## src/rtl/core/slcd_pkg.sv

```systemverilog
// Shared constants, types and the CRC-8 step for the sync/length channel deframer.
package slcd_pkg;

   localparam int NUM_CHANNELS  = 16;
   localparam int PAYLOAD_BYTES = 2 * NUM_CHANNELS;
   localparam int ADDR_W        = (NUM_CHANNELS > 1) ? $clog2(NUM_CHANNELS) : 1;

   localparam int BYTE_W    = 8;
   localparam int LEN_W     = 16;
   localparam int CH_W      = 4;
   localparam int VAL_W     = 11;
   localparam int CSR_IDX_W = 2;

   localparam logic [BYTE_W-1:0] CRC_POLY          = 8'hD5;
   localparam logic [VAL_W-1:0]  VALUE_MAX         = 11'd2047;
   localparam logic [LEN_W-1:0]  CHANNEL_FRAME_LEN = LEN_W'(PAYLOAD_BYTES + 1);

   localparam logic [CSR_IDX_W-1:0] CSR_SYNC_FIRST  = 2'd0;
   localparam logic [CSR_IDX_W-1:0] CSR_SYNC_SECOND = 2'd1;
   localparam logic [CSR_IDX_W-1:0] CSR_FRAME_TYPE  = 2'd2;

   localparam logic [BYTE_W-1:0] SYNC_FIRST_RESET  = 8'h55;
   localparam logic [BYTE_W-1:0] SYNC_SECOND_RESET = 8'hAA;
   localparam logic [BYTE_W-1:0] FRAME_TYPE_RESET  = 8'h01;

   // controller -> datapath
   typedef struct packed {
      logic len_lo_ld;
      logic len_hi_ld;
      logic body_ld;
      logic emit_start;
      logic emit_load;
   } slcd_cmd_type;

   // datapath -> controller
   typedef struct packed {
      logic sync_first_hit;
      logic sync_second_hit;
      logic body_end;
      logic frame_ok;
      logic out_free;
      logic last_ch;
   } slcd_status_type;

   // one byte of CRC-8, MSB first, no reflection
   function automatic logic [BYTE_W-1:0] crc8_update(input logic [BYTE_W-1:0] crc,
                                                      input logic [BYTE_W-1:0] data);
      logic [BYTE_W-1:0] c;
      c = crc ^ data;
      for (int k = 0; k < BYTE_W; k++) begin
         c = c[BYTE_W-1] ? ((c << 1) ^ CRC_POLY) : (c << 1);
      end
      return c;
   endfunction

endpackage

```

## src/rtl/core/slcd_ctrl.sv

```systemverilog
// Controller: frame parse phases and the channel read-out sequence.
module slcd_ctrl import slcd_pkg::*; (
   input  logic            clock,
   input  logic            reset,
   input  logic            req_valid,
   output logic            req_ready,
   input  slcd_status_type status,
   output slcd_cmd_type    cmd
);

   localparam logic [2:0] ST_SYNC_A  = 3'd0;
   localparam logic [2:0] ST_SYNC_B  = 3'd1;
   localparam logic [2:0] ST_LEN_LO  = 3'd2;
   localparam logic [2:0] ST_LEN_HI  = 3'd3;
   localparam logic [2:0] ST_BODY    = 3'd4;
   localparam logic [2:0] ST_CHECK   = 3'd5;
   localparam logic [2:0] ST_EMIT_RD = 3'd6;
   localparam logic [2:0] ST_EMIT_LD = 3'd7;

   logic [2:0] state_ff, state_in;
   logic       accept;

   assign req_ready = (state_ff != ST_EMIT_RD) && (state_ff != ST_EMIT_LD);
   assign accept    = req_valid && req_ready;

   always_comb begin
      state_in = state_ff;
      cmd      = '0;
      case (state_ff)
         ST_SYNC_A: begin
            if (accept) begin
               state_in = status.sync_first_hit ? ST_SYNC_B : ST_SYNC_A;
            end
         end
         ST_SYNC_B: begin
            // a wrong second sync byte is not retried as a first one
            if (accept) begin
               state_in = status.sync_second_hit ? ST_LEN_LO : ST_SYNC_A;
            end
         end
         ST_LEN_LO: begin
            if (accept) begin
               cmd.len_lo_ld = 1'b1;
               state_in      = ST_LEN_HI;
            end
         end
         ST_LEN_HI: begin
            if (accept) begin
               cmd.len_hi_ld = 1'b1;
               state_in      = ST_BODY;
            end
         end
         ST_BODY: begin
            // zero length still takes the type byte here
            if (accept) begin
               cmd.body_ld = 1'b1;
               if (status.body_end) begin
                  state_in = ST_CHECK;
               end
            end
         end
         ST_CHECK: begin
            if (accept) begin
               if (status.frame_ok) begin
                  cmd.emit_start = 1'b1;
                  state_in       = ST_EMIT_RD;
               end else begin
                  state_in = ST_SYNC_A;
               end
            end
         end
         ST_EMIT_RD: begin
            state_in = ST_EMIT_LD;
         end
         ST_EMIT_LD: begin
            if (status.out_free) begin
               cmd.emit_load = 1'b1;
               state_in      = status.last_ch ? ST_SYNC_A : ST_EMIT_RD;
            end
         end
         default: begin
            state_in = ST_SYNC_A;
         end
      endcase
   end

   always_ff @(posedge clock) begin
      if (reset) begin
         state_ff <= ST_SYNC_A;
      end else begin
         state_ff <= state_in;
      end
   end

   a_no_overwrite: assert property (@(posedge clock) disable iff (reset)
      cmd.emit_load |-> status.out_free)
      else $error("result register loaded while a word is still pending");

   a_start_reads: assert property (@(posedge clock) disable iff (reset)
      cmd.emit_start |=> (state_ff == ST_EMIT_RD) && !req_ready)
      else $error("read-out did not start after a good frame");

   a_last_ends: assert property (@(posedge clock) disable iff (reset)
      (cmd.emit_load && status.last_ch) |=> (state_ff == ST_SYNC_A) && req_ready)
      else $error("parser did not resume after the last channel");

   a_one_cmd: assert property (@(posedge clock) disable iff (reset)
      $onehot0({cmd.len_lo_ld, cmd.len_hi_ld, cmd.body_ld, cmd.emit_start, cmd.emit_load}))
      else $error("more than one datapath command at once");

endmodule

```

## config.mk

```make
export PLATFORM = sky130hd
export DESIGN_NAME = slcd_ctrl
export DESIGN_NICKNAME = d
export VERILOG_FILES = /design/src/rtl/core/slcd_pkg.sv /design/src/rtl/core/slcd_ctrl.sv
export SDC_FILE = /design/constraint.sdc
export NUM_CORES = 1
export LEC_CHECK = 0
export ABC_CLOCK_PERIOD_IN_PS = 2150
export BUFFER_PORTS_ARGS = -buffer_cell sky130_fd_sc_hd__buf_2
export CAP_MARGIN = 20
export CORE_AREA = 5 5 42 44
export CTS_CLUSTER_SIZE = 12
export DETAILED_ROUTE_END_ITERATION = 10
export DIE_AREA = 0 0 47 49
export PLACE_DENSITY = 0.5
export SLEW_MARGIN = 10
export SYNTH_ARGS = -nofsm -noshare
export SYNTH_HDL_FRONTEND = slang
export SYNTH_SLANG_ARGS = --single-unit
export TNS_END_PERCENT = 30
```

## constraint.sdc

```tcl
create_clock -name clock -period 2.15 [get_ports clock]
set_clock_uncertainty 0.15 [all_clocks]
set_input_delay 0.5375 -clock clock [delete_from_list [all_inputs] [get_ports clock]]
set_output_delay 0.5375 -clock clock [all_outputs]
set_load 0.01 [all_outputs]
```

Word-level counts from Yosys, hierarchy flattened
Index checks and enable logic that the tools add are counted.
{ "classes": {"n_reduce_logical": 4, "mux": 22, "eq_ne": 17} }
{ "ops": {"columns": ["op", "n"], "rows": [
  ["two-way mux 3 bit", 10],
  ["one-hot mux 3 bit (8 select lines)", 1],
  ["inequality test 2 bit (second input constant)", 8],
  ["equality test 3 bit (second input constant)", 4],
  ["two-way mux 1 bit", 10],
  ["AND reduction 8 bit", 1],
  ["equality test 3 x 2 -> 1 bit (second input constant)", 2],
  ["inequality test 3 bit (second input constant)", 2],
  ["equality test 3 x 1 -> 1 bit (second input constant)", 1],
  ["zero test 3 bit", 1],
  ["logical AND 1 bit", 2],
  ["two-way mux 2 bit", 1]
]} }
{ "totals": {"wordCells": 44, "register_bits": 3, "inputBits": 9, "out_inout_bits": 6} }

Longest topological paths before layout
{ "depth": {"word_depth": 5, "mapped_depth": 5} }

Least setup slack after synthesis
OpenSTA, ideal clock, no wires.
{ "synth_timing": {"path_type": "input -> output", "startpoint": "in req_valid", "endpoint": "out cmd[2] (netlist name)", "slack_ns": 0.541, "n_path_buf": 0, "required_time_ns": 1.462, "path_stages": 2, "t_arrival_ns": 0.921, "cell_sequence": "inv_1 nor4_1"} }
{ "synth_lines": {"columns": ["element", "line", "text"], "rows": [
  ["start: declaration", "slcd_ctrl.sv:5", "input logic req_valid,"],
  ["end: declaration", "slcd_ctrl.sv:8", "output slcd_cmd_type cmd"]
]} }

==> results by group <==
Outcome
  • Outcome: finished, final reports clean

Clock network
  • CTS sink cnt: 3
  • Num CTS Buffers: 3
  • CTS HTree Levels: 1
  • Worst-Skew Late Latency: 0.23 ns
  • CTS Hold Buffers Added: 0
  • Setup bufs post-CTS: 0
  • Clock root cell: clkbuf_4
  • Post_cts resized: 0
  • Clk slew on worst S/H paths: 0.04 ns
  • Clk buf depth: 2
  • CTS tree: built

Setup path
  • CP startpoint kind: register
  • CP Capture Type: output port
  • Reg2reg path depth: 4
  • Worst EP arrival: 1.24 ns
  • Setup slack on the worst flop-to-flop path: 0.71 ns
  • R2R Path Start: state_ff[0]$_SDFFE_PP0P_
  • Critical path peak fanout: 12
  • Crit path from: state_ff[0]$_SDFFE_PP0P_
  • Capturing point of the worst reg2reg path: state_ff[0]$_SDFFE_PP0P_
  • Crit path to: cmd[1]
  • Critical path required time: 1.46 ns
  • Worst Setup Path Type: reg -> out

Die
  • Die Y: 49 um
  • Die ar.: 2300 um2
  • Starting Density: 0.209
  • Die width: 47 um
  • Core footprint: 1400 um2
  • Boundary Pins: 15
  • FP Rows: 14

Logic synthesis
  • Mapped Area: 293 um2
  • Ys Warns: 0
  • Ys async rst share: 0
  • Synth area leaders: dfxtp_1 (21%), a21oi_1 (10%), buf_6 (7.7%), nor2_1 (7.7%), mux2i_1 (6.8%)
  • EDFF count, synth: 0
  • Yosys top cell by area: dfxtp_1
  • Synth Instances: 40
  • Average size of a mapped cell: 7.32 um2
  • Synth cell types: 21
  • Yosys top cell area share: 0.205
  • Ys flop type: dfxtp_1
  • Flop and latch count out of synthesis: 3
  • Seq/Total Area, Yosys: 0.205
  • Synth Net Count: 49

Routing
  • Routed vias: 330
  • Drt first pass iters: 4
  • Routed Antenna Nets: 0
  • Wirelength per Cell: 11.0 um
  • Vias per cell: 4.58
  • DRC Markers: 0
  • Initial DRC Count: 3
  • Total wire length: 790 um

STA
  • Max Freq: 518 MHz
  • Fin crit period: 1.93 ns
  • Period utilization: 0.898
  • Final Hold Vio Count: 0
  • Max-slew headroom: 0.745
  • Final-report setup violation count: 0
  • Measured slew at the worst slew-check pin: 0.382 ns
  • RSZ-0062 raised after global routing: false
  • Final setup TNS: 0 ns
  • Max-slew violations: 0

Finish
  • Ant. Diodes: 0
  • Commonest non-fill, non-tap cells in the layout: buf_2 (14), nor2_1 (6), a21oi_1 (6)
  • Number of flip-flops in the largest register: 3
  • Final non-filler cell total: 72
  • Most common cell after layout, fill and taps aside: buf_2
  • Register bank with the most flops: state_ff
  • Share of layout cells above drive strength 1: 0.375
  • Synth-to-layout area growth: 32.1%
  • Top flop regs: state_ff (3)
  • Post-layout util: 0.276
  • Final net count: 66

GRT
  • Largest net degree at the start of global routing: 13
  • GRT Total Usage: 0.0745
  • Total gr overflow: 0
  • Initial antenna violation count: 0
  • Number of global-route vias before repair: 295
  • First-pass GRT wire length: 1230 um

Placement
  • GPL Wtd Cong: 0.703
  • Placed Cells: 68
  • PortBufs: 14
  • HPWL Detailed: 604 um

Pwr
  • Net Sw Frac: 0.287
  • Internal power: 0.150 mW
  • Reg power frac: 0.335
  • Combinational power share: 0.194
  • VDD IR max: 0.149 mV
  • Clk network pwr share: 0.471
  • Switch Pwr: 0.0606 mW
  • Leak pwr: 0.164 nW
  • Cell Pwr Density: 546 nW/um2

Flow run
  • Max-cap violations: 0

Worst hold path
  • Min-Delay Path Class: in -> reg
[power by group through the flow]
stage	combinational [mW]	sequential, mW	clock (mW)
2_1_floorplan	0.0371	0.0632	0
3_3_place_gp	0.0409	0.0711	0
3_5_place_dp	0.0411	0.0709	0
4_1_cts	0.0412	0.0701	0.105
5_1_grt	0.0462	0.0715	0.108
6_report	0.0408	0.0707	0.0994
[worst max-delay path: stages (launching register included)]
cell	delay (ns)
dfxtp_1	0.54
nand3b_1	0.16
nor3_1	0.15
buf_2	0.16
[per-layer routing]
metal / wire length [um] / part of all wire / track usage / vias up
li1: - / - / - / 173
met5: 0 / 0 / 0 / -
met4: 0 / 0 / 0.0553 / 0
met3: 46 / 0.058 / 0.0221 / 0
met1: 395 / 0.50 / 0.112 / 146
met2: 347 / 0.44 / 0.0837 / 11
[synthesized netlist by cell type (2+ instances only)]
| master | number |
|---|---|
| a21oi_1 | 6 |
| o21ai_0 | 2 |
| nor3_1 | 2 |
| inv_1 | 2 |
| dfxtp_1 | 3 |
| buf_6 | 2 |
| nand2_1 | 3 |
| mux2i_1 | 2 |
| nor2_1 | 6 |
[worst min path at each step]
stage / start / end / slack, ns / cells past startpoint
global placement: state_ff[2]$_SDFFE_PP0P_ / state_ff[2]$_SDFFE_PP0P_ / 0.49 / 3
CTS: reset / state_ff[2]$_SDFFE_PP0P_ / 0.34 / 2
floorplan: state_ff[2]$_SDFFE_PP0P_ / state_ff[2]$_SDFFE_PP0P_ / 0.42 / 3
finish: reset / state_ff[2]$_SDFFE_PP0P_ / 0.35 / 2
global route: reset / state_ff[0]$_SDFFE_PP0P_ / 0.35 / 2
detailed placement: state_ff[2]$_SDFFE_PP0P_ / state_ff[2]$_SDFFE_PP0P_ / 0.50 / 3
[cells by family after synthesis]
family / share of synthesized area
AOI/OAI and AO/OA: 0.252
buffers and inverters: 0.128
DFF: 0.205
muxes: 0.0684
and+or+nand+nor: 0.346
[metrics by stage]
step	instance area (um2)	power, mW	setup WS, ns	hold WS [ns]
after floorplan	293	0.100	0.541	0.420
after global placement	360	0.112	0.392	0.492
after detailed placement	360	0.112	0.343	0.498
after CTS	387	0.217	0.211	0.338
after global routing	387	0.226	0.110	0.355
final	387	0.211	0.220	0.349
[area by class of cell]
cell class | count | area (um2)
inverters | 2 | 7.51
clock buffers | 4 | 26.3
fillers | 174 | 1010
flip-flops and latches | 3 | 60.1
multi-input cells | 32 | 195
repair buffers | 15 | 77.6
well taps | 16 | 20.0
No activity file was read; power rests on OpenSTA's default activity.
