`src/rtl/core/slcd_pkg.sv`:
```
// Shared constants, types and the CRC-8 step for the sync/length channel deframer.
package slcd_pkg;

   localparam int NUM_CHANNELS  = 16;
   localparam int PAYLOAD_BYTES = 2 * NUM_CHANNELS;
   localparam int ADDR_W        = (NUM_CHANNELS > 1) ? $clog2(NUM_CHANNELS) : 1;

   localparam int BYTE_W    = 8;
   localparam int LEN_W     = 16;
   localparam int CH_W      = 4;
   localparam int VAL_W     = 11;
   localparam int CSR_IDX_W = 2;

   localparam logic [BYTE_W-1:0] CRC_POLY          = 8'hD5;
   localparam logic [VAL_W-1:0]  VALUE_MAX         = 11'd2047;
   localparam logic [LEN_W-1:0]  CHANNEL_FRAME_LEN = LEN_W'(PAYLOAD_BYTES + 1);

   localparam logic [CSR_IDX_W-1:0] CSR_SYNC_FIRST  = 2'd0;
   localparam logic [CSR_IDX_W-1:0] CSR_SYNC_SECOND = 2'd1;
   localparam logic [CSR_IDX_W-1:0] CSR_FRAME_TYPE  = 2'd2;

   localparam logic [BYTE_W-1:0] SYNC_FIRST_RESET  = 8'h55;
   localparam logic [BYTE_W-1:0] SYNC_SECOND_RESET = 8'hAA;
   localparam logic [BYTE_W-1:0] FRAME_TYPE_RESET  = 8'h01;

   // controller -> datapath
   typedef struct packed {
      logic len_lo_ld;
      logic len_hi_ld;
      logic body_ld;
      logic emit_start;
      logic emit_load;
   } slcd_cmd_type;

   // datapath -> controller
   typedef struct packed {
      logic sync_first_hit;
      logic sync_second_hit;
      logic body_end;
      logic frame_ok;
      logic out_free;
      logic last_ch;
   } slcd_status_type;

   // one byte of CRC-8, MSB first, no reflection
   function automatic logic [BYTE_W-1:0] crc8_update(input logic [BYTE_W-1:0] crc,
                                                      input logic [BYTE_W-1:0] data);
      logic [BYTE_W-1:0] c;
      c = crc ^ data;
      for (int k = 0; k < BYTE_W; k++) begin
         c = c[BYTE_W-1] ? ((c << 1) ^ CRC_POLY) : (c << 1);
      end
      return c;
   endfunction

endpackage

```
`src/rtl/core/slcd_ram.sv`:
```
// Generic single-write, single-read RAM with registered read data.
module slcd_ram #(
   parameter int WIDTH = 8,
   parameter int DEPTH = 16
) (
   input  logic                                      clock,
   input  logic                                      wr_en,
   input  logic [((DEPTH > 1) ? $clog2(DEPTH) : 1)-1:0] wr_addr,
   input  logic [WIDTH-1:0]                          wr_data,
   input  logic [((DEPTH > 1) ? $clog2(DEPTH) : 1)-1:0] rd_addr,
   output logic [WIDTH-1:0]                          rd_data
);

   logic [WIDTH-1:0] mem_ff [DEPTH];
   logic [WIDTH-1:0] rd_data_ff;

   always_ff @(posedge clock) begin
      if (wr_en) begin
         mem_ff[wr_addr] <= wr_data;
      end
      rd_data_ff <= mem_ff[rd_addr];
   end

   assign rd_data = rd_data_ff;

endmodule

```
`src/rtl/core/slcd_dp.sv`:
```
// Datapath: config registers, length/type/CRC tracking, payload store and result register.
module slcd_dp import slcd_pkg::*; (
   input  logic                 clock,
   input  logic                 reset,
   input  logic [BYTE_W-1:0]    rx_byte,
   input  logic                 csr_wr_en,
   input  logic [CSR_IDX_W-1:0] csr_index,
   input  logic [BYTE_W-1:0]    csr_wr_data,
   input  slcd_cmd_type         cmd,
   output slcd_status_type      status,
   input  logic                 rsp_ready,
   output logic                 rsp_valid,
   output logic [CH_W-1:0]      channel_index,
   output logic [VAL_W-1:0]     channel_value,
   output logic                 last_channel
);

   logic [BYTE_W-1:0] sync_first_ff, sync_first_in;
   logic [BYTE_W-1:0] sync_second_ff, sync_second_in;
   logic [BYTE_W-1:0] frame_type_ff, frame_type_in;
   logic [LEN_W-1:0]  length_ff, length_in;
   logic [BYTE_W-1:0] kind_ff, kind_in;
   logic [LEN_W-1:0]  pos_ff, pos_in;
   logic [BYTE_W-1:0] crc_ff, crc_in;
   logic [ADDR_W-1:0] ch_ff, ch_in;
   logic              out_valid_ff, out_valid_in;
   logic [CH_W-1:0]   out_index_ff, out_index_in;
   logic [VAL_W-1:0]  out_value_ff, out_value_in;
   logic              out_last_ff, out_last_in;

   logic [LEN_W-1:0]  slot;
   logic [LEN_W-1:0]  next_pos;
   logic              slot_in_store;
   logic              even_we, odd_we;
   logic [ADDR_W-1:0] wr_addr;
   logic [BYTE_W-1:0] even_rd, odd_rd;
   logic [2*BYTE_W-1:0] pair;
   logic [VAL_W-1:0]  clamped;

   // payload byte 2i goes to the even store, 2i+1 to the odd store, both at address i
   assign slot          = pos_ff - LEN_W'(1);
   assign next_pos      = pos_ff + LEN_W'(1);
   assign slot_in_store = (pos_ff != '0) && (slot < LEN_W'(PAYLOAD_BYTES));
   assign wr_addr       = slot[ADDR_W:1];
   assign even_we       = cmd.body_ld && slot_in_store && !slot[0];
   assign odd_we        = cmd.body_ld && slot_in_store && slot[0];

   slcd_ram #(.WIDTH(BYTE_W), .DEPTH(NUM_CHANNELS)) u_even_ram (
      .clock   (clock),
      .wr_en   (even_we),
      .wr_addr (wr_addr),
      .wr_data (rx_byte),
      .rd_addr (ch_ff),
      .rd_data (even_rd)
   );

   slcd_ram #(.WIDTH(BYTE_W), .DEPTH(NUM_CHANNELS)) u_odd_ram (
      .clock   (clock),
      .wr_en   (odd_we),
      .wr_addr (wr_addr),
      .wr_data (rx_byte),
      .rd_addr (ch_ff),
      .rd_data (odd_rd)
   );

   assign pair    = {odd_rd, even_rd};
   assign clamped = (pair > (2*BYTE_W)'(VALUE_MAX)) ? VALUE_MAX : pair[VAL_W-1:0];

   always_comb begin
      status.sync_first_hit  = (rx_byte == sync_first_ff);
      status.sync_second_hit = (rx_byte == sync_second_ff);
      status.body_end        = (next_pos >= length_ff);
      status.frame_ok        = (crc_ff == rx_byte) && (kind_ff == frame_type_ff) &&
                               (length_ff == CHANNEL_FRAME_LEN);
      status.out_free        = !out_valid_ff || rsp_ready;
      status.last_ch         = (ch_ff == ADDR_W'(NUM_CHANNELS - 1));
   end

   always_comb begin
      sync_first_in  = sync_first_ff;
      sync_second_in = sync_second_ff;
      frame_type_in  = frame_type_ff;
      if (csr_wr_en) begin
         case (csr_index)
            CSR_SYNC_FIRST:  sync_first_in  = csr_wr_data;
            CSR_SYNC_SECOND: sync_second_in = csr_wr_data;
            CSR_FRAME_TYPE:  frame_type_in  = csr_wr_data;
            default: ;
         endcase
      end

      length_in = length_ff;
      kind_in   = kind_ff;
      pos_in    = pos_ff;
      crc_in    = crc_ff;
      if (cmd.len_lo_ld) begin
         length_in = {{(LEN_W-BYTE_W){1'b0}}, rx_byte};
      end
      if (cmd.len_hi_ld) begin
         length_in = {rx_byte, length_ff[BYTE_W-1:0]};
         pos_in    = '0;
         crc_in    = '0;
      end
      if (cmd.body_ld) begin
         if (pos_ff == '0) begin
            kind_in = rx_byte;
         end
         crc_in = crc8_update(crc_ff, rx_byte);
         pos_in = next_pos;
      end

      ch_in = ch_ff;
      if (cmd.emit_start) begin
         ch_in = '0;
      end else if (cmd.emit_load && !status.last_ch) begin
         ch_in = ch_ff + ADDR_W'(1);
      end

      out_valid_in = out_valid_ff && !rsp_ready;
      out_index_in = out_index_ff;
      out_value_in = out_value_ff;
      out_last_in  = out_last_ff;
      if (cmd.emit_load) begin
         out_valid_in = 1'b1;
         out_index_in = CH_W'(ch_ff);
         out_value_in = clamped;
         out_last_in  = status.last_ch;
      end
   end

   always_ff @(posedge clock) begin
      if (reset) begin
         sync_first_ff  <= SYNC_FIRST_RESET;
         sync_second_ff <= SYNC_SECOND_RESET;
         frame_type_ff  <= FRAME_TYPE_RESET;
         length_ff      <= '0;
         kind_ff        <= '0;
         pos_ff         <= '0;
         crc_ff         <= '0;
         out_valid_ff   <= 1'b0;
      end else begin
         sync_first_ff  <= sync_first_in;
         sync_second_ff <= sync_second_in;
         frame_type_ff  <= frame_type_in;
         length_ff      <= length_in;
         kind_ff        <= kind_in;
         pos_ff         <= pos_in;
         crc_ff         <= crc_in;
         out_valid_ff   <= out_valid_in;
      end
      ch_ff        <= ch_in;
      out_index_ff <= out_index_in;
      out_value_ff <= out_value_in;
      out_last_ff  <= out_last_in;
   end

   assign rsp_valid     = out_valid_ff;
   assign channel_index = out_index_ff;
   assign channel_value = out_value_ff;
   assign last_channel  = out_last_ff;

endmodule

```
`config.mk`:
```
export PLATFORM = sky130hd
export DESIGN_NAME = slcd_dp
export DESIGN_NICKNAME = d
export VERILOG_FILES = /design/src/rtl/core/slcd_pkg.sv /design/src/rtl/core/slcd_ram.sv /design/src/rtl/core/slcd_dp.sv
export SDC_FILE = /design/constraint.sdc
export NUM_CORES = 1
export LEC_CHECK = 0
export BUFFER_PORTS_ARGS = -buffer_cell sky130_fd_sc_hd__clkbuf_2
export CORE_ASPECT_RATIO = 1.25
export CORE_MARGIN = 2
export CORE_UTILIZATION = 45
export CTS_CLUSTER_DIAMETER = 50
export DETAILED_ROUTE_END_ITERATION = 8
export GPL_ROUTABILITY_DRIVEN = 0
export PLACE_DENSITY = 0.64
export SETUP_SLACK_MARGIN = 0.15
export SYNTH_ARGS = -nofsm -noshare
export SYNTH_HDL_FRONTEND = slang
export SYNTH_HIERARCHICAL = 1
export SYNTH_SLANG_ARGS = --single-unit
```
`constraint.sdc`:
```
create_clock -name clock -period 3.8 [get_ports clock]
set_input_delay 0.19 -clock clock [delete_from_list [all_inputs] [get_ports clock]]
set_output_delay 0.19 -clock clock [all_outputs]
set_load 0.005 [all_outputs]
```
== Word-level counts from Yosys, hierarchy flattened ==
Memory sizes are Yosys's and may differ from the RTL's. A register that Yosys moved wholly into a read port is not among the register bits.
Index checks and enable logic that the tools add are counted.

* Bits in registers: 93
* Latch bits: 0
* RAM bits: 256
* ROM bits: 0
* Word-level logic and storage cells: 81
* Memories kept: 2

* $add $sub $neg: 3
* Multipliers: 0
* Div/mod/pow operators: 0
* $lt $le $gt $ge: 3
* Equality and inequality tests: 8
* Shift-type cells: 0
* Mux-type cells: 19
* Bitwise logic cells: 10
* Reduce and logical (&&, ||, !) cells: 23

{| class="wikitable"
|+ Memory list
! memory !! depth !! width !! read ports !! clocked after memory_dff !! wr ports !! RTL line !! source
|-
| u_even_ram.mem_ff || 16 || 8 || 1 || 1 || 1 || slcd_ram.sv:14 || <nowiki>logic [WIDTH-1:0] mem_ff [DEPTH];</nowiki>
|-
| u_odd_ram.mem_ff || 16 || 8 || 1 || 1 || 1 || slcd_ram.sv:14 ||
|}

{| class="wikitable"
|+ Operators with widths
! kind !! count
|-
| $mux 8 || 10
|-
| $mux 16 || 4
|-
| $not 5->5 || 8
|-
| $eq 8x8->1 || 4
|-
| $add 16x1->16 const B || 1
|-
| $eq 16x6->1 const B || 1
|-
| $ge 16x16->1 || 1
|-
| $gt 16x11->1 const B || 1
|-
| $logic_not 16->1 || 1
|-
| $lt 16x6->1 const B || 1
|-
| $reduce_bool 16->1 || 1
|-
| $sub 16x1->16 const B || 1
|-
| $reduce_and 2->1 || 5
|-
| $logic_and 1x1->1 || 8
|-
| $xor 8x8->8 || 1
|-
| $mux 1 || 5
|-
| $add 4x1->4 const B || 1
|-
| $eq 4x4->1 const B || 1
|-
| $logic_not 1->1 || 4
|-
| $reduce_bool 2->1 || 2
|-
| $eq 2x1->1 const B || 1
|-
| $eq 2x2->1 const B || 1
|-
| $logic_not 2->1 || 1
|-
| $logic_or 1x1->1 || 1
|-
| $not 1->1 || 1
|}

== Logic depth before layout (Yosys ltp) ==
Gate-level depths: netlist of run 1.

* Depth in word-level cells: 18
* Depth in mapped cells: 10

== By module ==
The synthesis of run 1 kept the hierarchy.

{| class="wikitable"
|+ Modules (own cells, without submodules)
! module !! instances !! cells each !! area an instance (µm²) !! seq. area each (µm²)
|-
| slcd_ram || 2 || 229 || 5147.4 || 4003.8
|-
| slcd_dp || 1 || 536 || 4986.0 || 2021.9
|}

== Least setup slack after synthesis of run 1 ==
OpenSTA, ideal clock, no wires.

* Kind: reg-to-reg
* Start point: reg pos_ff[0]
* End point: mem u_odd_ram.mem_ff[0][0], enable pin
* Library setup time: 383 ps
* Data arrival time: 2815 ps
* Required time: 3417 ps
* Setup slack: 601 ps
* Cell stages (with the launch flop): 10
* Clock period less this slack: 3199 ps
* Cells stage by stage: dfxtp_1 inv_1 ha_1 nor4b_1 a31oi_1 nor3b_1 a2111o_1 nor3_1 or3b_2 nor3_1

* Cells in the longest elaborated chain, start to end: 7

{| class="wikitable"
|+ RTL lines
! element !! RTL line !! source
|-
| from (decl) || slcd_dp.sv:23 || <nowiki>logic [LEN_W-1:0] pos_ff, pos_in;</nowiki>
|-
| from (signal assigned) || slcd_dp.sv:147 || <nowiki>pos_ff <= pos_in;</nowiki>
|-
| $sub 16x1->16 || slcd_dp.sv:41 || <nowiki>assign slot = pos_ff - LEN_W'(1);</nowiki>
|-
| $lt 16x6->1 || slcd_dp.sv:43 || <nowiki>assign slot_in_store = (pos_ff != '0) && (slot < LEN_W'(PAYLOAD_BYTES));</nowiki>
|-
| $logic_and 1x1->1 || slcd_dp.sv:43 ||
|-
| $logic_and 1x1->1 || slcd_dp.sv:46 || <nowiki>assign odd_we = cmd.body_ld && slot_in_store && slot[0];</nowiki>
|-
| $logic_and 1x1->1 (*) || slcd_dp.sv:46 ||
|-
| net odd_we || slcd_dp.sv:34 || <nowiki>logic even_we, odd_we;</nowiki>
|-
| $mux 1 (*) || slcd_ram.sv:18 || <nowiki>if (wr_en) begin</nowiki>
|-
| $mux 1 (not written as such) (*) || slcd_ram.sv:19 || <nowiki>mem_ff[wr_addr] <= wr_data;</nowiki>
|-
| to (decl) || slcd_ram.sv:14 ||
|}

The timed path passes the listed nets; every way through them passes the cells marked *.

==> results of run 1 <==
critical path: cells and delay by family, from the launching register on:
family | cells | cell delay (ps)
AO/OA/AOI/OAI | 4 | 870
XOR/XNOR | 1 | 200
adder cells (fa/ha/maj) | 2 | 610
buffers and inverters | 1 | 110
flip-flops | 1 | 470
AND/OR/NAND/NOR | 2 | 450
per-layer routing:
layer	GRT usage, %	vias to the layer above	share of wire [%]
met5	0	-	0
met4	5.68	0	2.4
met3	2.57	45	4.2
met2	31.3	206	51
met1	23.4	4142	43
li1	-	3976	-
area by class of cell:
cell class / instances / area (sq um) / share of cell area, %
multi-input cells: 545 / 4830 / 27.6
flip-flops and latches: 365 / 10000 / 57.5
clock buffers: 51 / 1060 / 6.09
clock inverters: 19 / 204 / 1.17
inverters: 28 / 105 / 0.602
well taps: 423 / 529 / 3.03
repair buffers: 102 / 693 / 3.97
cells in the mapped netlist (all sizes together) (10+ instances only):
cell    instances  area share (%)
edfxtp        272              53
nor2           99             2.4
dfxtp          93              12
mux4           64              10
xnor2          45             2.9
a22oi          32             1.6
mux2i          32             2.1
nand2          32            0.80
a21oi          30            0.98
buf            30             1.4
nor3           30            0.98
inv            28            0.69
xor2           22             1.4
ha             21             1.7
clkbuf         20            0.49
or3            14            0.57
a21o           11            0.54
nand3          11            0.36
nand3b         10            0.49
nand4          10            0.45
o21ai          10            0.33
state kept, by name, summed over array words and instances (netlist names):
| register | cells |
|---|---|
| u_even_ram/mem_ff | 128 |
| u_odd_ram/mem_ff | 128 |
| length_ff | 16 |
| pos_ff | 16 |
| channel_value | 11 |
| crc_ff | 8 |
| frame_type_ff | 8 |
| kind_ff | 8 |
| sync_first_ff | 8 |
| sync_second_ff | 8 |
| u_even_ram/rd_data | 8 |
| u_odd_ram/rd_data | 8 |
| ch_ff | 4 |
| channel_index | 4 |
| last_channel | 1 |
| rsp_valid | 1 |
power breakdown:
group	internal (mW)	switching, mW
sequential	4.36	0.0842
combinational	0.463	0.491
clock	2.20	1.50
total	7.02	2.07
path summary, 6_finish.rpt:
check | endpoint | slack (ps) | depth (start not counted) | startpoint
hold reg to reg | sync_second_ff[3] | 480 | 1 | sync_second_ff[3]
setup / recovery | status[3] | 370 | 10 | pos_ff[0]
hold / removal | pos_ff[7] | 120 | 5 | cmd[2]
setup reg to reg | u_odd_ram/mem_ff[9][3] | 470 | 9 | pos_ff[0]
logic make-up after synthesis:
group	after synthesis	share of synthesized area [%]
adder cells (fa/ha/maj)	21	1.72
flip-flops	365	65.6
XOR/XNOR	68	4.44
multiplexers	96	12.2
AO/OA/AOI/OAI	107	4.78
AND/OR/NAND/NOR	253	8.28
buffers and inverters	84	2.93
timing repair:
action | 4_1_cts | 5_1_grt
hold buffers | 10 | 0
endpoints found under the setup margin | 0 | 22
resized for setup | 0 | 6
endpoints found under the hold margin | 24 | 0
stage by stage:
stage	setup slack [ps]	power [mW]	utilization, %	instances	hold WS [ps]
after floorplan	601	5.24	-	994	262
after global placement	476	5.47	48.0	1453	415
after detailed placement	391	5.48	48.0	1453	413
after CTS	168	9.20	52.0	1533	88.1
after global routing	118	9.43	52.1	1533	121
final	367	9.09	52.1	1533	119
layout by cell type, fill, tap and decap left out, types with 4 or more instances in the layout:
cell type      instances
a211o_1                9
a21o_1                11
a21oi_1               30
a22o_1                 5
a22oi_1               32
and2_1                 4
and3_1                 6
buf_4                 41
clkbuf_1              10
clkbuf_16             41
clkbuf_2              49
clkinv_2               4
dfxtp_1               91
dlygate4sd3_1         10
edfxtp_1             272
ha_1                  21
inv_1                 28
mux2i_1               32
mux4_1                28
mux4_2                36
nand2_1               31
nand2b_1               7
nand3_1               11
nand3b_1              10
nand4_1                9
nor2_1                96
nor2b_1                7
nor3_1                27
nor4_1                 7
o21ai_0               10
or3_1                 14
xnor2_1               41
xor2_1                20
==> run_results.csv, run 1 <==
group,metric,value,unit
outcome,status,"finished, final reports clean",
sta,rsz0062_at_grt,"true",
clock_tree,cts_tree,"done",
floorplan,die_w,169,microns
detailed_routing,first_iter_violations,621,
place,portBuffers,49,
synth,mappedNetlistArea,15300,sq um
final_layout,area_growth_syn_to_layout,14.2,%
critical_path,crit_path_cell_trace,"ha_1 -> nand2_1 -> nor3_2 -> xor2_1 -> ha_1 -> a21o_1 -> a21oi_1 -> o211ai_1 -> a221o_1 -> clkbuf_2",
place,dp_hpwl,20.2,mm
sta,tns,0,ps
clock_tree,cts_made_buffers,38,
clock_tree,htree_num_levels,2,
grt,grt_pass1_wl,48.1,mm
clock_tree,cts_root_buf,"clkbuf_16",
floorplan,design.core.area,33500,sq um
min_path,min_path_type,"in -> reg",
detailed_routing,routedWlPerCell,20.5,microns
floorplan,row_count,75,
sta,period_share,90.4,%
sta,hold_violations,0,
sta,worst-slew-pin-transition,1070,ps
synth,syn-num-nets,1042,
sta,slew_viol_final,0,
synth,synth_cells,994,
grt,grt_overflow,0,
place,postPlaceCellArea,16100,sq um
sta,min_period,3430,ps
critical_path,required,3610,ps
synth,synth_ff_type,"edfxtp_1",
detailed_routing,routed_wl,31.4,mm
critical_path,criticalPathCategory,"reg -> out",
critical_path,cp_slowest_cell,"dfxtp_1",
floorplan,dieArea,35500,sq um
clock_tree,path_clk_slew,70,ps
grt,grt.total_usage,18.0,%
synth,synthArstFlopShare,0,%
floorplan,chipHeight,210,microns
clock_tree,clkSinkCount,365,
clock_tree,post_cts.repair.setup_buffers,0,
final_layout,drive_above_1_share,18.6,%
grt,grt_pass1_vias,8366,
grt,grt_max_degree,39,
clock_tree,clkLatencyLatePin,530,ps
critical_path,cpPeakStageDelay,470,ps
final_layout,nNetsFinal,1128,
pwr,leakagePower,6.14,nW
sta,skew,24.1,ps
floorplan,start_util,45.6,%
final_layout,design_area,17500,sq um
detailed_routing,via_per_inst,5.46,
floorplan,io_pins,50,
critical_path,cp-start-kind,"flip-flop",
final_layout,n_antenna_cell,0,
synth,ys_warn_count,6,
job,cap_violations,0,
synth,seq_area_frac_synth,65.6,%
final_layout,nFillCells,2724,
critical_path,cp.arrival,3240,ps
critical_path,timing.critical_path.mode_cell,"ha_1",
critical_path,path_max_fanout,8,
sta,fmax,291,MHz
synth,synth_seq_cells,365,
sta,max-slew-margin-rel,27.9,%
detailed_routing,drtAntennaViolNets,0,
grt,antenna_found_initial,0,
sta,setup_viol,0,
synth,synth_edf_count,272,
detailed_routing,drc_errors,0,
pwr,powerDensity,521,nW/um^2
synth,syn_avg_cell_area,15.4,sq um
clock_tree,cts_buffer_depth,3,
detailed_routing,drt_pass1_iterations,5,
detailed_routing,vias,8369,
critical_path,cp-end-kind,"output port",
synth,synth_cell_types,56,
pwr,irDropWorstVdd,0.000229,V
No activity file was read; power rests on OpenSTA's default activity.
==> run 2: changes to the inputs <==
--- a/config.mk
+++ b/config.mk
@@ -8,11 +8,11 @@
 export BUFFER_PORTS_ARGS = -buffer_cell sky130_fd_sc_hd__clkbuf_2
 export CORE_ASPECT_RATIO = 1.25
 export CORE_MARGIN = 2
-export CORE_UTILIZATION = 45
+export CORE_UTILIZATION = 60
 export CTS_CLUSTER_DIAMETER = 50
 export DETAILED_ROUTE_END_ITERATION = 8
 export GPL_ROUTABILITY_DRIVEN = 0
-export PLACE_DENSITY = 0.64
+export PLACE_DENSITY = 0.8
 export SETUP_SLACK_MARGIN = 0.15
 export SYNTH_ARGS = -nofsm -noshare
 export SYNTH_HDL_FRONTEND = slang
==> run 2 against run 1 <==
Effect of this change: critical path depth is the same; first-iteration DRC count rose by 34%; via count increased by 6.0%; sequential share of layout area grew 0.49 points; count of clock-buffer cells in the layout is 8 lower; non-clock buffer count increased by 6; setup slack lost 78 ps; cell area fell by 0.85%; critical endpoint unchanged; largest cell class unchanged.
==> run_results.csv, run 2 (synthesis results as in run 1) <==
group,metric,value,unit
outcome,status,"finished, final reports clean",
floorplan,io_pins,50,
critical_path,path_delay_family,"compound AO/OA/AOI/OAI gates",
final_layout,stdcell_count,1446,
final_layout,final_cell_mix,"272 x edfxtp_1, 99 x nor2_1, 91 x dfxtp_1",
sta,slew_viol_final,0,
detailed_routing,via_per_inst,6.13,
pwr,power_frac_comb,11.0,%
pwr,total_power,9.06,mW
critical_path,r2r_start,"pos_ff[0]",
detailed_routing,drc_errors,0,
pwr,irDropWorstVdd,0.000489,V
critical_path,r2r_end,"u_even_ram/mem_ff[0][0]",
detailed_routing,vias,8871,
floorplan,chipHeight,182,microns
final_layout,area_growth_syn_to_layout,13.3,%
sta,max-slew-margin-rel,26.9,%
sta,hold_violations,0,
clock_tree,post_cts.repair.setup_buffers,0,
clock_tree,clkSinkCount,365,
critical_path,path_max_fanout,11,
sta,worst-slew-pin-transition,1090,ps
clock_tree,cts_made_buffers,36,
min_path,hold_depth,5,
grt,grt.total_usage,25.4,%
pwr,p_seq_share,48.9,%
clock_tree,cts_root_buf,"clkbuf_16",
final_layout,drive_above_1_share,18.7,%
detailed_routing,drtAntennaViolNets,0,
critical_path,cp.arrival,3320,ps
critical_path,cp-start-kind,"flip-flop",
critical_path,path_buf_inv,1,
detailed_routing,routedWlPerCell,23.0,microns
floorplan,row_count,65,
pwr,clock_power_share,40.1,%
place,portBuffers,49,
grt,antenna_found_initial,0,
min_path,min_path_type,"in -> reg",
detailed_routing,first_iter_violations,832,
min_path,min_from,"cmd[2]",
grt,grt_overflow,0,
sta,skew,21.2,ps
critical_path,cp_slowest_cell,"dfxtp_1",
floorplan,die_w,147,microns
final_layout,n_antenna_cell,0,
final_layout,nNetsFinal,1132,
detailed_routing,drt_pass1_iterations,5,
critical_path,rrSetupSlack,500,ps
min_path,whs_endpoint,"pos_ff[7]",
clock_tree,path_clk_slew,60,ps
sta,rsz0062_at_grt,"false",
grt,grt_pass1_wl,51.0,mm
final_layout,mostFrequentLayoutCell,"edfxtp_1",
critical_path,cp-end-kind,"output port",
pwr,p_sw,2.09,mW
pwr,leakagePower,6.16,nW
job,cap_violations,0,
sta,period_share,92.4,%
clock_tree,cts_tree,"done",
place,dp_hpwl,20.3,mm
critical_path,required,3610,ps
clock_tree,cts_buffer_depth,3,
grt,grt_max_degree,70,
clock_tree,clkLatencyLatePin,520,ps
critical_path,ff2ff_path_depth,10,
sta,tns,0,ps
critical_path,criticalPathCategory,"reg -> out",
clock_tree,htree_num_levels,2,
sta,min_period,3510,ps
critical_path,crit_path_cell_trace,"nand3_1 -> nor3_1 -> xor2_1 -> ha_1 -> a21o_1 -> a21o_1 -> a21oi_1 -> o211ai_1 -> a221o_1 -> clkbuf_2",
critical_path,cpPeakStageDelay,540,ps
critical_path,timing.critical_path.mode_cell,"a21o_1",
sta,setup_viol,0,
detailed_routing,routed_wl,33.3,mm
pwr,swShare,23.0,%
final_layout,nFillCells,1641,
pwr,powerDensity,524,nW/um^2
sta,fmax,285,MHz
grt,grt_pass1_vias,8946,
floorplan,design.core.area,25100,sq um
place,place_inst,1371,
final_layout,reg_top3,"u_even_ram/mem_ff (128), u_odd_ram/mem_ff (128)",
floorplan,start_util,60.8,%
floorplan,dieArea,26800,sq um
pwr,power.internal,6.98,mW
run 2: cell count changes in the layout (fill, tap and decap cells not counted), moves of 3 or more:
cell / previous run / this run
buf_4: 41 / 48
clkbuf_1: 10 / 5
nor2_2: 3 / 0
clkinvlp_4: 3 / 0
clkinv_4: 3 / 0
nor2_1: 96 / 99
clkinv_2: 4 / 7
clkbuf_16: 41 / 37
run 2: worst max path at each step:
stage,start,endpoint,depth (start not counted)
6_report,pos_ff[2],status[3],10
5_1_grt,pos_ff[2],status[3],10
4_1_cts,pos_ff[0],status[3],10
3_5_place_dp,pos_ff[0],u_even_ram/mem_ff[6][6],9
3_3_place_gp,pos_ff[0],u_even_ram/mem_ff[0][7],10
2_1_floorplan,pos_ff[0],u_odd_ram/mem_ff[0][0],9
run 2: repair_timing:
action,CTS,global route
hold buffers,10,0
gates resized for setup,0,2
endpoints found under the hold margin,23,0
setup endpoints to repair,0,1
run 2: tightest hold or removal path, cell delays in order:
cell and delay [ps]:
clkbuf_2 90, inv_1 70, nor2_1 60, nand3_1 80, a21oi_1 60
run 2: final cells by class:
cell class / count / area (sq um) / share of cell area, %
clock buffer: 43 / 958 / 5.54
clock inverter: 22 / 251 / 1.45
inverter: 28 / 105 / 0.607
multi-input combinational: 545 / 4810 / 27.8
sequential: 365 / 10000 / 58.0
tap: 335 / 419 / 2.42
timing repair buffer: 108 / 726 / 4.19
run 2: through the flow:
stage | setup WS, ps | area (sq um) | hold slack, ps | util [%]
floorplan | 601 | 15300 | 262 | -
finish | 288 | 17300 | 105 | 68.9
detailed placement | 514 | 16000 | 411 | 63.6
global route | 132 | 17300 | 139 | 68.9
CTS | 259 | 17300 | 100 | 68.8
global placement | 644 | 16000 | 410 | 63.6
run 2: power groups by stage:
stage,clock network [mW],registers (mW),logic [mW]
2_1_floorplan,0,4.49,0.750
3_3_place_gp,0,4.51,0.954
3_5_place_dp,0,4.52,0.974
4_1_cts,3.67,4.43,0.995
5_1_grt,3.81,4.44,1.07
6_report,3.64,4.43,0.997
run 2: metal layers:
metal | vias up | global-route usage (%) | part of all wire (%)
met5 | - | 0 | 0
met4 | 0 | 11.1 | 4.0
met3 | 97 | 6.05 | 7.4
met2 | 379 | 43.9 | 52
met1 | 4431 | 30.6 | 37
li1 | 3964 | - | -
